--- src/rtl/dsu_pkg.sv ---
`default_nettype none

package dsu_pkg;

    localparam int MAX_ELEMENTS = 64;
    localparam int IDX_W        = $clog2(MAX_ELEMENTS);
    localparam int CNT_W        = 7;
    localparam int RANK_W       = 3;

    localparam logic [RANK_W-1:0] RANK_INIT   = RANK_W'(1);
    localparam logic [RANK_W-1:0] RANK_MAX    = RANK_W'(7);
    localparam logic [CNT_W-1:0]  COUNT_RESET = CNT_W'(MAX_ELEMENTS);
    localparam logic [CNT_W-1:0]  COUNT_MIN   = CNT_W'(1);

    localparam logic MODE_MERGE = 1'b0;
    localparam logic MODE_QUERY = 1'b1;

    typedef struct packed {
        logic             mode;
        logic [IDX_W-1:0] elem_a;
        logic [IDX_W-1:0] elem_b;
    } dsu_item_t;

    typedef struct packed {
        logic same_set;
        logic range_error;
    } dsu_result_t;

    // Requests from the sequencer to the forest storage.
    typedef struct packed {
        logic [IDX_W-1:0]  par_rd_addr;
        logic              par_we;
        logic [IDX_W-1:0]  par_wr_addr;
        logic [IDX_W-1:0]  par_wr_data;
        logic [IDX_W-1:0]  rank_rd_addr;
        logic              rank_we;
        logic [IDX_W-1:0]  rank_wr_addr;
        logic [RANK_W-1:0] rank_wr_data;
    } dsu_mem_req_t;

    // Read data, valid in the cycle after the address.
    typedef struct packed {
        logic [IDX_W-1:0]  parent;
        logic [RANK_W-1:0] rank;
    } dsu_mem_rsp_t;

endpackage

`default_nettype wire

--- src/rtl/disjoint_set_union_find.sv ---
// Disjoint-set forest with union by rank and path compression over up to 64
// elements. Pulse start with an item while busy is low; the item is taken at
// that edge. Its single result beat appears on result for exactly one cycle
// with done high, and cannot be held off, so sample it whenever done is set.
// An item with an index not below element_count returns range_error in the
// cycle after it is taken and leaves the forest alone. Otherwise each of the
// two finds walks up its path to the root and then makes a compression pass
// back along it, through a single read port of the parent memory; a valid
// item holds busy high through both finds, plus a rank read of each root
// when two different sets are merged, and its result beat comes in the same
// cycle that busy falls.
// Writing element_count (clamped to 1..64) reinitializes the whole forest at
// once; write it only while the block is idle. No clearing pass is needed.
`default_nettype none

module disjoint_set_union_find
    import dsu_pkg::*;
(
    input  wire logic             clk,
    input  wire logic             rst_n,
    input  wire logic             cfg_we,
    input  wire logic [CNT_W-1:0] cfg_wdata,
    input  wire logic             start,
    input  wire dsu_item_t        item,
    output logic                  busy,
    output logic                  done,
    output dsu_result_t           result
);

    logic [CNT_W-1:0] count_reg;
    logic [CNT_W-1:0] count_next;
    dsu_mem_req_t     req;
    dsu_mem_rsp_t     rsp;

    // Clamp the written count into the supported range.
    always_comb begin
        count_next = count_reg;
        if (cfg_we) begin
            if (cfg_wdata == '0) begin
                count_next = COUNT_MIN;
            end else if (cfg_wdata > COUNT_RESET) begin
                count_next = COUNT_RESET;
            end else begin
                count_next = cfg_wdata;
            end
        end
    end

    always_ff @(posedge clk or negedge rst_n) begin
        if (!rst_n) begin
            count_reg <= COUNT_RESET;
        end else begin
            count_reg <= count_next;
        end
    end

    dsu_ctrl u_ctrl (
        .clk    (clk),
        .rst_n  (rst_n),
        .count  (count_reg),
        .start  (start),
        .item   (item),
        .busy   (busy),
        .done   (done),
        .result (result),
        .req    (req),
        .rsp    (rsp)
    );

    // A configuration write drops every stored entry back to its reset value.
    dsu_forest u_forest (
        .clk   (clk),
        .rst_n (rst_n),
        .clear (cfg_we),
        .req   (req),
        .rsp   (rsp)
    );

endmodule

`default_nettype wire

--- src/rtl/dsu_forest.sv ---
`default_nettype none

module dsu_forest
    import dsu_pkg::*;
(
    input  wire logic         clk,
    input  wire logic         rst_n,
    input  wire logic         clear,
    input  wire dsu_mem_req_t req,
    output dsu_mem_rsp_t      rsp
);

    logic [IDX_W-1:0]        par_mem  [MAX_ELEMENTS];
    logic [RANK_W-1:0]       rank_mem [MAX_ELEMENTS];
    logic [MAX_ELEMENTS-1:0] par_vld_reg;
    logic [MAX_ELEMENTS-1:0] rank_vld_reg;

    logic [IDX_W-1:0]  par_data_reg;
    logic [IDX_W-1:0]  par_addr_reg;
    logic              par_hit_reg;
    logic [RANK_W-1:0] rank_data_reg;
    logic              rank_hit_reg;

    always_ff @(posedge clk) begin
        if (req.par_we) begin
            par_mem[req.par_wr_addr] <= req.par_wr_data;
        end
        if (req.rank_we) begin
            rank_mem[req.rank_wr_addr] <= req.rank_wr_data;
        end
        par_data_reg  <= par_mem[req.par_rd_addr];
        par_addr_reg  <= req.par_rd_addr;
        rank_data_reg <= rank_mem[req.rank_rd_addr];
    end

    // An entry never written since the last clear reads as its reset value.
    always_ff @(posedge clk or negedge rst_n) begin
        if (!rst_n) begin
            par_vld_reg  <= '0;
            rank_vld_reg <= '0;
            par_hit_reg  <= 1'b0;
            rank_hit_reg <= 1'b0;
        end else begin
            par_hit_reg  <= par_vld_reg[req.par_rd_addr];
            rank_hit_reg <= rank_vld_reg[req.rank_rd_addr];
            if (clear) begin
                par_vld_reg  <= '0;
                rank_vld_reg <= '0;
            end else begin
                if (req.par_we) begin
                    par_vld_reg[req.par_wr_addr] <= 1'b1;
                end
                if (req.rank_we) begin
                    rank_vld_reg[req.rank_wr_addr] <= 1'b1;
                end
            end
        end
    end

    always_comb begin
        rsp.parent = par_hit_reg ? par_data_reg : par_addr_reg;
        rsp.rank   = rank_hit_reg ? rank_data_reg : RANK_INIT;
    end

endmodule

`default_nettype wire

--- src/rtl/dsu_ctrl.sv ---
`default_nettype none

module dsu_ctrl
    import dsu_pkg::*;
(
    input  wire logic             clk,
    input  wire logic             rst_n,
    input  wire logic [CNT_W-1:0] count,
    input  wire logic             start,
    input  wire dsu_item_t        item,
    output logic                  busy,
    output logic                  done,
    output dsu_result_t           result,
    output dsu_mem_req_t          req,
    input  wire dsu_mem_rsp_t     rsp
);

    typedef enum logic [4:0] {
        ST_IDLE   = 5'b00001,
        ST_WALK   = 5'b00010,
        ST_COMP   = 5'b00100,
        ST_RANK_A = 5'b01000,
        ST_RANK_B = 5'b10000
    } state_t;

    state_t            state_reg,  state_next;
    logic              mode_reg,   mode_next;
    logic [IDX_W-1:0]  elem_b_reg, elem_b_next;
    logic [IDX_W-1:0]  cur_reg,    cur_next;
    logic [IDX_W-1:0]  origin_reg, origin_next;
    logic [IDX_W-1:0]  root_reg,   root_next;
    logic [IDX_W-1:0]  root_a_reg, root_a_next;
    logic              second_reg, second_next;
    logic [RANK_W-1:0] rank_a_reg, rank_a_next;
    logic              done_reg,   done_next;
    dsu_result_t       res_reg,    res_next;

    logic range_bad;
    logic link_is_root;
    logic at_root;
    logic roots_equal;

    assign range_bad = ({1'b0, item.elem_a} >= count) || ({1'b0, item.elem_b} >= count);

    // The equality compare of the walk, plus the root checks.
    assign link_is_root = (rsp.parent == cur_reg);
    assign at_root      = (cur_reg == root_reg);
    assign roots_equal  = (root_a_reg == root_reg);

    always_comb begin
        state_next  = state_reg;
        mode_next   = mode_reg;
        elem_b_next = elem_b_reg;
        cur_next    = cur_reg;
        origin_next = origin_reg;
        root_next   = root_reg;
        root_a_next = root_a_reg;
        second_next = second_reg;
        rank_a_next = rank_a_reg;
        done_next   = 1'b0;
        res_next    = res_reg;

        req              = '0;
        req.par_rd_addr  = cur_reg;
        req.rank_rd_addr = root_a_reg;

        case (state_reg)
            ST_IDLE: begin
                if (start) begin
                    if (range_bad) begin
                        done_next            = 1'b1;
                        res_next.same_set    = 1'b0;
                        res_next.range_error = 1'b1;
                    end else begin
                        mode_next       = item.mode;
                        elem_b_next     = item.elem_b;
                        cur_next        = item.elem_a;
                        origin_next     = item.elem_a;
                        second_next     = 1'b0;
                        req.par_rd_addr = item.elem_a;
                        state_next      = ST_WALK;
                    end
                end
            end
            ST_WALK: begin
                if (link_is_root) begin
                    root_next       = cur_reg;
                    cur_next        = origin_reg;
                    req.par_rd_addr = origin_reg;
                    state_next      = ST_COMP;
                end else begin
                    cur_next        = rsp.parent;
                    req.par_rd_addr = rsp.parent;
                end
            end
            ST_COMP: begin
                if (at_root) begin
                    if (!second_reg) begin
                        root_a_next     = root_reg;
                        second_next     = 1'b1;
                        cur_next        = elem_b_reg;
                        origin_next     = elem_b_reg;
                        req.par_rd_addr = elem_b_reg;
                        state_next      = ST_WALK;
                    end else if (mode_reg == MODE_QUERY || roots_equal) begin
                        done_next            = 1'b1;
                        res_next.same_set    = roots_equal;
                        res_next.range_error = 1'b0;
                        state_next           = ST_IDLE;
                    end else begin
                        req.rank_rd_addr = root_a_reg;
                        state_next       = ST_RANK_A;
                    end
                end else begin
                    // Point this node straight at the root and move on.
                    req.par_we      = 1'b1;
                    req.par_wr_addr = cur_reg;
                    req.par_wr_data = root_reg;
                    cur_next        = rsp.parent;
                    req.par_rd_addr = rsp.parent;
                end
            end
            ST_RANK_A: begin
                rank_a_next      = rsp.rank;
                req.rank_rd_addr = root_reg;
                state_next       = ST_RANK_B;
            end
            ST_RANK_B: begin
                if (rank_a_reg < rsp.rank) begin
                    req.par_we      = 1'b1;
                    req.par_wr_addr = root_a_reg;
                    req.par_wr_data = root_reg;
                end else begin
                    req.par_we      = 1'b1;
                    req.par_wr_addr = root_reg;
                    req.par_wr_data = root_a_reg;
                    if (rank_a_reg == rsp.rank && rank_a_reg != RANK_MAX) begin
                        req.rank_we      = 1'b1;
                        req.rank_wr_addr = root_a_reg;
                        req.rank_wr_data = RANK_W'(rank_a_reg + 1'b1);
                    end
                end
                done_next            = 1'b1;
                res_next.same_set    = 1'b0;
                res_next.range_error = 1'b0;
                state_next           = ST_IDLE;
            end
            default: begin
                state_next = ST_IDLE;
            end
        endcase
    end

    always_ff @(posedge clk or negedge rst_n) begin
        if (!rst_n) begin
            state_reg <= ST_IDLE;
            done_reg  <= 1'b0;
        end else begin
            state_reg <= state_next;
            done_reg  <= done_next;
        end
    end

    always_ff @(posedge clk) begin
        mode_reg   <= mode_next;
        elem_b_reg <= elem_b_next;
        cur_reg    <= cur_next;
        origin_reg <= origin_next;
        root_reg   <= root_next;
        root_a_reg <= root_a_next;
        second_reg <= second_next;
        rank_a_reg <= rank_a_next;
        res_reg    <= res_next;
    end

    assign busy   = (state_reg != ST_IDLE);
    assign done   = done_reg;
    assign result = res_reg;

endmodule

`default_nettype wire

--- config.mk ---
export PLATFORM = sky130hd
export DESIGN_NAME = disjoint_set_union_find
export DESIGN_NICKNAME = d
export VERILOG_FILES = /design/src/rtl/dsu_pkg.sv /design/src/rtl/disjoint_set_union_find.sv /design/src/rtl/dsu_forest.sv /design/src/rtl/dsu_ctrl.sv
export SDC_FILE = /design/constraint.sdc
export NUM_CORES = 1
export LEC_CHECK = 0
export ABC_CLOCK_PERIOD_IN_PS = 5900
export BUFFER_PORTS_ARGS = -buffer_cell sky130_fd_sc_hd__clkbuf_2
export CORE_MARGIN = 5
export CORE_UTILIZATION = 60
export DETAILED_ROUTE_END_ITERATION = 8
export GPL_TIMING_DRIVEN = 0
export PLACE_DENSITY = 0.76
export SYNTH_ARGS = -nofsm -noshare
export SYNTH_HDL_FRONTEND = slang
export SYNTH_HIERARCHICAL = 1
export SYNTH_SLANG_ARGS = --single-unit
--- constraint.sdc ---
create_clock -name clk -period 5.9 [get_ports clk]
set_clock_uncertainty 0.15 [all_clocks]
set_input_delay 1.18 -clock clk [delete_from_list [all_inputs] [get_ports clk]]
set_output_delay 1.18 -clock clk [all_outputs]
set_load 0.1 [all_outputs]
==> results of run 1 <==
-- area by class of cell --
class                      instances  area, µm²  area share (%)
clock inverter                    31        214           0.606
multi-input combinational       1035       8860            25.1
sequential                       771      22200            62.9
antenna                            1       2.50         0.00708
tap                              688        861            2.44
clock buffer                     110       2170            6.16
inverter                          27        101           0.287
timing repair buffer              37        367            1.04
buffer                           112        517            1.46
-- worst min-delay path by stage --
stage / from / end / slack (ns) / cells past startpoint
floorplan: u_forest/rank_vld_reg[19] / u_forest/rank_vld_reg[19] / 0.31 / 2
global placement: u_forest/par_vld_reg[16] / u_forest/par_vld_reg[16] / 0.32 / 2
detailed placement: u_forest/par_vld_reg[42] / u_forest/par_vld_reg[42] / 0.33 / 2
CTS: u_forest/par_vld_reg[42] / u_forest/par_vld_reg[42] / 0.35 / 2
global route: u_forest/rank_vld_reg[6] / u_forest/rank_vld_reg[6] / 0.37 / 2
finish: u_forest/par_vld_reg[23] / u_forest/par_vld_reg[23] / 0.35 / 2
-- synth_stat cells (24+ instances only) --
cell	instances	area, µm²
o21ai_0	34	170
nand2_1	64	240
mux2i_1	28	280
edfxtp_1	607	18200
nand3_1	24	120
inv_1	27	101
clkbuf_1	76	285
nor2_1	379	1420
dfrtp_1	141	3530
o22ai_1	26	163
mux4_2	176	3960
-- critical path: cells and delay by family --
family,cells,cell delay [ns]
AO/OA/AOI/OAI,8,2.10
buffers and inverters,5,1.75
multiplexers,1,0.44
adder cells (fa/ha/maj),1,0.33
AND/OR/NAND/NOR,1,0.23
-- per-stage QoR --
stage / setup slack, ns / hold slack [ns] / cells / TNS [ns] / instance area [µm²]
finish: 0.211 / 0.346 / 2812 / 0 / 35300
floorplan: 1.24 / 0.307 / 1945 / 0 / 31700
CTS: 0.213 / 0.347 / 2811 / 0 / 35300
global placement: -0.344 / 0.323 / 2660 / -1.65 / 32700
global route: 0.00483 / 0.372 / 2811 / 0 / 35300
detailed placement: -0.392 / 0.333 / 2670 / -2.02 / 32900
-- power breakdown --
group / internal, mW / switching, mW
combinational: 1.67 / 3.26
sequential: 5.93 / 0.0773
clock: 2.62 / 2.03
-- logic make-up (layout without fill, tap and decap cells) --
logic type | count (synthesis) | in the layout | synth area share [%]
other | 0 | 1 | 0
buffers and inverters | 139 | 317 | 1.94
DFF | 771 | 771 | 70.2
AOI/OAI and AO/OA | 196 | 196 | 4.52
muxes | 217 | 217 | 13.9
and+or+nand+nor | 586 | 586 | 8.33
xor gates and xnor gates | 19 | 19 | 0.525
adders and majority gates | 17 | 17 | 0.671
-- per-layer routing --
metal | GRT usage, % | routed length, µm
met5 | 0 | 0
met4 | 9.10 | 2420
met1 | 39.6 | 30100
met2 | 44.8 | 38300
met3 | 7.50 | 9270
==> results.toml, run 1 <==
[clocking]
clkTransAtPathRegs_ns = 0.06
insertion_delay_ns = 0.62
cts_tree = "done"
cts.hold.buffers_added = 0
clock_path_buffers = 3
root_buffer = "clkbuf_16"
postCtsSetupBuffers = 0
cts.sinks = 771
h-tree-depth = 3
cts_buffers = 76
cts_resized = 0

[route]
wirelength_um = 80000
viasPerCell = 6.67
drtIter0Drc = 2503
drc = 0
wl_per_cell_um = 28.5
antenna_left = 0
firstDrtPassIters = 6
vias = 18752

[layout]
largest_register = "u_forest/par_mem"
final_core_utilization_pct = 67.4
final_common_cell = "edfxtp_1"
top_regs = "u_forest/par_mem: 384 flops, u_forest/rank_mem: 192 flops"
drive_gt1_share_pct = 19.4
fillerInstances = 3312
syn_to_final_growth_pct = 11.5
largest_reg_flops = 384
final_cell_mix = "607 x edfxtp_1, 379 x nor2_1, 176 x mux4_2"
nets = 2101

[synthesis]
ys_ff_latch = 771
syn_area_per_cell_um2 = 16.3
synth_cell_types = 63
syn_inst = 1945
syn_area_um2 = 31700
synth-main-ff-cell = "edfxtp_1"
synthArstFlopShare_pct = 18.5
synth_edf_count = 607
syn_nets = 1986
seq_area_frac_synth_pct = 70.2
yosysWarnings = 6

[die]
start_util_pct = 60.4
die_w_um = 240
die-area_um2 = 57500
die_h_um = 240
rows = 84
core-area_um2 = 52400
io_pins = 28

[worst_setup_path]
cp_common_cell = "clkbuf_1"
crit_slowest_cell = "clkbuf_1"
cp-startpoint = "item[11]"
reg2reg_slack_ns = 0.31
rr_worst_depth = 14
start_kind = "input port"
setup.worst_path.class = "in -> reg"
r2r-end = "u_forest/par_data_reg[1]"
cp-endpoint = "u_forest/par_data_reg[0]"
critical_path.max_stage_delay_ns = 0.68
crit_fanout = 10
timing.rr.start = "u_forest/par_hit_reg"
required_ns = 6.23
worstPathArrival_ns = 6.02
crit_chain = "clkbuf_2 > ha_1 > a211oi_1 > o221ai_1 > a21oi_1 > nand3_1 > clkbuf_1 > o2111a_1 > a221oi_2 > buf_4 > buf_2 > clkbuf_1 > mux4_2 > o22ai_1 > o21ai_0 > a22o_1"
cp-end-kind = "register"

[power_and_ir_drop]
p_per_area_nw_per_um2 = 441
peakVddDrop_v = 0.000302
p_leak_nw = 10.6
fin_total_pwr_mw = 15.6

[place]
place.gp.congestion = 0.996
portBuffers = 27
hpwl_um = 52500

[status]
status = "finished clean"

[global_route]
grt_max_degree = 95
antenna_found_initial = 0
grt_pass1_vias = 19209
overflow = 0
grt_pass1_wl_um = 121000
track_usage_pct = 28.4

[flow_run]
max_cap_violations = 0

[sta]
hold_viol = 0
rsz0062_at_grt = "no"
drv_slew = 0
fin_crit_ns = 5.69
min_period_over_period_pct = 96.4
setup_viol = 0
max_freq_mhz = 176
tightest_slew_ns = 1.30
slew_headroom_pct = 13.1

[hold_path]
min-delay-path-class = "reg -> reg"
(Power assumes the default switching activity.)
==> inputs of run 2 (changes only) <==
ABC_AREA = 1   (was default)
==> run 2 against run 1 <==
Non-clock buffer count rose by 61. Routed wire length rose by 31%. Die area grew 5.5%. Sequential power hardly changed. First-iteration DRC count is 57% higher. Count of clock-buffer cells in the layout is 3 higher. Via count up 40%. Core utilization grew 0.98 points. Register-to-register slack improved by 0.65 ns. Flip-flop and latch count unchanged. Critical path depth increased by 2. Largest power group is now combinational cells.
==> results.toml, run 2 <==
[status]
status = "finished clean"

[synthesis]
muxShareOfSynthArea_pct = 0.202
synth_top_area_share_pct = 54.4
syn_area_um2 = 33500
synth_top_area_cell = "edfxtp_1"
synth-main-ff-cell = "edfxtp_1"
synth-xor-area-share_pct = 0.209
yosysWarnings = 6
seq_area_frac_synth_pct = 66.3
syn_area_per_cell_um2 = 9.99
synth.area.top_cells = "edfxtp_1 54%, nand2_1 12%, dfrtp_1 11%, nand3_1 9.4%, nor2_1 4.9%"
synthAdderAreaFrac_pct = 0.635
synth_edf_count = 607
syn_inst = 3354
synthArstFlopShare_pct = 18.5
synth-simple-area-share_pct = 27.2
synth_top_family_by_area = "simple AND/OR/NAND/NOR gates"
syn_nets = 3395
synth_compound_area_share_pct = 0.874
ys_ff_latch = 771
synthTopCellsByCount = "1057 x nand2_1, 630 x nand3_1, 607 x edfxtp_1"
post-synth-top-count-cell = "nand2_1"
synth_cell_types = 40

[worst_setup_path]
crit_fanout = 10
worstPathArrival_ns = 5.03
start_kind = "register"
crit_slowest_cell = "nor3_1"
critical_path.max_stage_delay_ns = 0.88
timing.rr.start = "u_forest/rank_hit_reg"
cpLargestDelayFamily = "simple AND/OR/NAND/NOR gates"
crit_chain = "nand2_1 > inv_1 > inv_1 > ha_1 > nand3b_1 > nand2_1 > inv_2 > nor2_1 > inv_2 > nor2_1 > inv_2 > nor2_1 > inv_2 > nor3_1 > inv_1 > nor2_1 > inv_1 > nor3_1"
cp-startpoint = "u_forest/rank_hit_reg"
required_ns = 5.99
cp-end-kind = "register"
reg2reg_slack_ns = 0.96
path_buf_inv = 8
setup.worst_path.class = "reg -> reg"

[sta]
whs_ns = 0.344
setup_viol = 0
rsz0062_at_grt = "no"
drv_slew = 0
fin_crit_ns = 4.94
slew_headroom_pct = 22.7
min_period_over_period_pct = 83.8
tightest_slew_ns = 1.16
max_freq_mhz = 202
hold_viol = 0

[route]
antenna_left = 0
top_layer = "met5"
met3_length_um = 15200
vias = 26210
dr_wl_met2_um = 45800
viasPerCell = 6.11
drtIter0Drc = 3940
firstDrtPassIters = 8
drt-met1-wl_um = 39900
wirelength_um = 104000
wl_per_cell_um = 24.3
drc = 0

[clocking]
cts_tree = "done"
cts.hold.buffers_added = 0
clkTransAtPathRegs_ns = 0.06
insertion_delay_ns = 0.64
root_buffer = "clkbuf_16"
postCtsSetupBuffers = 0
h-tree-depth = 3
cts_resized = 0
clock_path_buffers = 3
cts.sinks = 771
cts_buffers = 79

[place]
portBuffers = 26
hpwl_um = 72700
place.gp.congestion = 0.975

[hold_path]
min-delay-path-class = "reg -> reg"
hp-start = "u_forest/rank_vld_reg[27]"

[global_route]
grt_pass1_vias = 24914
overflow = 0
antenna_found_initial = 4
track_usage_pct = 34.3
grt_pass1_wl_um = 154000
grt_max_degree = 83

[flow_run]
max_cap_violations = 0

[layout]
syn_to_final_growth_pct = 12.5
drive_gt1_share_pct = 9.00
largest_reg_flops = 384
largest_register = "u_forest/par_mem"
final_common_cell = "nand2_1"
nets = 3518
final_cell_mix = "1057 x nand2_1, 630 x nand3_1, 607 x edfxtp_1"
top_regs = "u_forest/par_mem: 384 flops, u_forest/rank_mem: 192 flops"

[power_and_ir_drop]
seqPwrFrac_pct = 30.4
p_sw_share_pct = 43.3
p_leak_nw = 14.7
p_int_mw = 11.2
peakVddDrop_v = 0.000412
p_per_area_nw_per_um2 = 526
clock_power_share_pct = 25.8
combPwrFrac_pct = 43.8
fin_total_pwr_mw = 19.8
switching_power_mw = 8.60

[die]
die_h_um = 246
die-area_um2 = 60700
core-area_um2 = 55200
io_pins = 28
die_w_um = 246
start_util_pct = 60.7
rows = 86
==> run 2: worst paths after layout <==
check	endpoint	cells after the start
min	u_forest/rank_vld_reg[27]	2
min reg2reg	u_forest/rank_vld_reg[27]	2
max	u_forest/rank_mem[10][0]	18
max reg2reg	u_forest/rank_mem[10][0]	18
min in group asynchronous	u_forest/rank_vld_reg[22]	1
max in group asynchronous	u_forest/par_vld_reg[10]	2
==> run 2: stage by stage <==
stage	setup TNS, ns	area (µm²)	cells	utilization [%]	setup slack [ns]
6_report	0	37700	4292	68.3	0.957
5_1_grt	0	37700	4291	68.3	0.829
4_1_cts	0	37700	4291	68.3	1.21
3_5_place_dp	0	35100	4144	63.5	0.756
3_3_place_gp	-981.45	34600	4128	62.6	-2.98
2_1_floorplan	0	33500	3354	-	1.22
==> run 2: logic make-up after synthesis <==
logic type | after synthesis
AOI/OAI and AO/OA | 52
xor gates and xnor gates | 8
adders and majority gates | 17
buffers and inverters | 323
DFF | 771
muxes | 6
and+or+nand+nor | 2177
==> run 2: worst min-delay path, delay by kind of cell (launching register included) <==
kind | cells | cell delay (ns)
flops | 1 | 0.34
simple gates | 2 | 0.12
==> run 2: power by group through the flow <==
stage / Combinational (mW) / Sequential [mW] / Clock [mW]
floorplan: 5.06 / 6.13 / 0
global placement: 8.11 / 6.14 / 0
detailed placement: 8.27 / 6.14 / 0
CTS: 8.32 / 6.03 / 5.15
global route: 9.17 / 6.04 / 5.40
finish: 8.69 / 6.03 / 5.11
==> run 2: layout make-up <==
class / instances / area (µm²)
Fill cell: 4173 / 17500
Inverter: 155 / 587
Timing Repair Buffer: 42 / 512
Clock inverter: 34 / 423
Multi-Input combinational cell: 2260 / 9860
Antenna cell: 1 / 2.50
Tap cell: 748 / 936
Clock buffer: 113 / 2240
Buffer: 168 / 931
Sequential cell: 771 / 22200
==> run 2: per-layer routing <==
layer | vias to the layer above | track usage, %
met5 | - | 0
met3 | 267 | 9.32
met4 | 6 | 11.0
met1 | 12578 | 50.2
li1 | 11508 | -
met2 | 1851 | 50.8
